$ cat src/hw/rtl/psf_ram.sv
// ============================================================================
// psf_ram
// Generic simple dual-port RAM: one write port, one read port, read data
// registered: valid the cycle after a read, held while no read is enabled.
// ============================================================================
module psf_ram #(
    parameter int WIDTH = 8,
    parameter int DEPTH = 256
) (
    input  logic                     aclk,
    input  logic                     we,
    input  logic [$clog2(DEPTH)-1:0] waddr,
    input  logic [WIDTH-1:0]         wdata,
    input  logic                     re,
    input  logic [$clog2(DEPTH)-1:0] raddr,
    output logic [WIDTH-1:0]         rdata
);

    logic [WIDTH-1:0] mem [DEPTH];

    always_ff @(posedge aclk) begin
        if (we) begin
            mem[waddr] <= wdata;
        end
        if (re) begin
            rdata <= mem[raddr];
        end
    end

endmodule

$ cat config.mk
export PLATFORM = sky130hd
export DESIGN_NAME = psf_ram
export DESIGN_NICKNAME = d
export VERILOG_FILES = /design/src/hw/rtl/psf_ram.sv
export SDC_FILE = /design/constraint.sdc
export NUM_CORES = 2
export LEC_CHECK = 0
export BUFFER_PORTS_ARGS = -buffer_cell sky130_fd_sc_hd__buf_2
export CAP_MARGIN = 15
export CORE_ASPECT_RATIO = 1.1
export CORE_MARGIN = 2
export CORE_UTILIZATION = 50
export CTS_CLUSTER_DIAMETER = 200
export DETAILED_ROUTE_END_ITERATION = 8
export GPL_TIMING_DRIVEN = 1
export PLACE_DENSITY_LB_ADDON = 0.12
export SYNTH_ARGS = -nofsm -noshare
export SYNTH_HDL_FRONTEND = slang
export SYNTH_SLANG_ARGS = --single-unit
$ cat constraint.sdc
create_clock -name aclk -period 4.2 [get_ports aclk]
set_input_delay 0 -clock aclk [delete_from_list [all_inputs] [get_ports aclk]]
set_output_delay 0 -clock aclk [all_outputs]
set_load 0.1 [all_outputs]
==> run metrics <==
outcome=finished with violations; failing checks=DRC; Worst-Margin Slew=1.26 ns; CTS H-Tree Depth=4; power per cell area=480 nW/um^2; Synth Area in XOR/XNOR=0; max incr delay on CP=1.10 ns; syn_area_per_cell=21.3 um^2; Post-synth top flop=edfxtp_1; Slew headroom=0.155; fin crit share=0.805; post-CTS sizing=0; post-synthesis sequential area ratio=0.775; Core Box Area=158000 um^2; number of synthesized flops with an enable pin=2056; Vias=39000; cell type with the largest total area after synthesis=edfxtp_1; total power=43.2 mW; Die ar.=162000 um^2; CP Data Arrival Time=3.94 ns; Crit path top cell by count=nor4_1; WP data required=4.76 ns; # fillers=11800; Post-Syn Nets=3760; layout cells sized above 1=0.249; Initial Utilization=0.504; 1st-pass router iterations=9; Period minus WS final=3.38 ns; max-cap check violation count=0; Max Fanout on Critical Path=1; CTS tree=done; clk buf depth=3; P&R area growth vs syn=13.0%; commonest non-fill, non-tap cell in the layout=edfxtp_1; #FFs+latches synth=2056; Synth Area in Adders=0; largest family of logic cells by synthesized area=multiplexers; Synth area leaders=edfxtp_1 78%, mux4_2 13%, mux2i_1 1.7%; Post-CTS Setup Inserts=0; largest net degree at the start of global routing=152; root buffer cell=clkbuf_16; starting DRC count in detailed routing=4482; Final ANT Viol Nets=0; Compound-Gate Fraction of Synth Area=0.0342; average wire per standard cell=32.4 um; Clock Skew=0.0348 ns; synth warn=0; Worst-Skew Late Latency=0.84 ns; first-pass GRT wire length=290000 um; final setup vio count=0; top cell family by delay on the critical path=simple AND/OR/NAND/NOR gates; unrepaired setup endpoints after global routing=no; Synth Area in Simple Gates=0.0263; number of antenna violations at the first check in global routing=9; Placement Setup Slack=0.357 ns; commonest non-fill, non-tap cells in the layout=2056 x edfxtp_1, 454 x mux4_2, 279 x nor2_1; GRT Util Overall=0.251; final slew viol count=0; Final GP Congestion=0.860; proportion of synthesized area in mux cells=0.146; Mapped Area=79600 um^2; IO buf count=34; Post-Route Setup TNS=0 ns; Die X=385 um; post-synth cell types=54; CP Launch Type=register; critical path class=register to register; Die Ht=423 um; Min-Delay Path Class=primary input to register; Leak Pwr=28.0 nW; Critical Path End Type=register; total global routing overflow=0; CTS Buf Count=202; total routed wirelength=202000 um; worst hold slack=0.141 ns; Post-route DRC=6; share of the synthesized area in the top cell type=0.775; final hold viol count=0; IO Count=35; Async SR Flop Fraction=0; Cells after Synth=3733; Worst Path Buf+Inv=1; DR vias/cell=6.26; slowest CP cell=nor4_1; final worst setup slack=0.820 ns; FMAX=296 MHz; # nets final=4003; HPWL after DPL=124000 um; row count=153; crit-path cells=mux4_2 -> nor2b_1 -> a211oi_1 -> nor3_1 -> nor4_1 -> buf_4 -> nor4_1; vias in the first global route=39500; clock tree sinks=2056; worst vdd ir=0.341 mV; Reg clk slew, reported paths=0.07 ns
-- layout make-up --
| cell class | instances | area (um^2) | area share |
|---|---|---|---|
| Antenna cell | 1 | 2.50 | 0.0000278 |
| Timing Repair Buffer | 272 | 2360 | 0.0262 |
| Clock inverter | 122 | 1370 | 0.0152 |
| Inverter | 2 | 7.51 | 0.0000834 |
| Clock buffer | 246 | 5330 | 0.0592 |
| Tap cell | 2092 | 2620 | 0.0291 |
| Multi-Input combinational cell | 1442 | 16500 | 0.184 |
| Sequential cell | 2056 | 61700 | 0.686 |
-- sequential cells by signal, indices dropped and copies added (netlist names) --
| register | cells |
|---|---|
| rdata | 8 |
| mem | 2048 |
-- stage by stage --
step | cells | area (um^2) | util
2_1_floorplan | 3733 | 79600 | -
3_3_place_gp | 5846 | 83100 | 0.525
3_5_place_dp | 5848 | 83100 | 0.526
4_1_cts | 6231 | 90000 | 0.569
5_1_grt | 6232 | 90000 | 0.569
6_report | 6233 | 90000 | 0.569
-- routing by layer --
layer / share of wire / track usage / vias up
met5: 0.00039 / 0 / -
met4: 0.030 / 0.0756 / 12
met3: 0.072 / 0.0461 / 328
met2: 0.48 / 0.397 / 1518
met1: 0.41 / 0.360 / 20900
li1: - / - / 16200
-- worst register-to-register path, cell delays in order (launching register included) --
cell and delay [ns]:
edfxtp_1 0.38, mux4_2 0.47, nor2b_1 0.15, a211oi_1 0.50, nor3_1 0.20, nor4_1 1.10, buf_4 0.25, nor4_1 0.05
-- power by group --
part	internal (mW)	total [mW]	switching, mW	leakage (nW)
Combinational	0.724	2.17	1.44	6.25
Clock	10.8	18.4	7.61	3.28
Sequential	22.6	22.7	0.0287	18.5
Total	34.1	43.2	9.08	28.0
-- kinds of logic after synthesis --
kind of cell / Yosys count
DFF: 2056
and+or+nand+nor: 466
muxes: 591
AOI/OAI and AO/OA: 385
buffers and inverters: 235
-- cell usage after synthesis, drive strengths merged, types with 6 or more instances --
| master | n |
|---|---|
| mux2i | 134 |
| nor2b | 31 |
| nand4 | 10 |
| a22oi | 133 |
| buf | 122 |
| a21oi | 96 |
| and2 | 6 |
| a221oi | 14 |
| a211oi | 16 |
| o21ai | 12 |
| a22o | 8 |
| o211ai | 10 |
| nand3 | 34 |
| mux4 | 456 |
| nand2b | 8 |
| nand2 | 33 |
| edfxtp | 2056 |
| nor4 | 27 |
| o221ai | 47 |
| nor2 | 282 |
| o22ai | 28 |
| clkbuf | 111 |
| nor3 | 22 |
-- path summary, 6_finish.rpt --
kind / start / endpoint / slack (ns) / depth (start not counted)
min reg2reg: mem[107][7]$_DFFE_PP_ / rdata[7]$_DFFE_PP_ / 1.25 / 7
max reg2reg: mem[100][4]$_DFFE_PP_ / rdata[4]$_DFFE_PP_ / 0.82 / 7
min: we / mem[172][3]$_DFFE_PP_ / 0.14 / 4
max: mem[100][4]$_DFFE_PP_ / rdata[4]$_DFFE_PP_ / 0.82 / 7
-- timing repair --
item / CTS / global route
endpoints found under the hold margin: 1077 / 0
hold buffers: 15 / 0
endpoints found under the setup margin: 0 / 0
No activity file was read; power rests on OpenSTA's default activity.
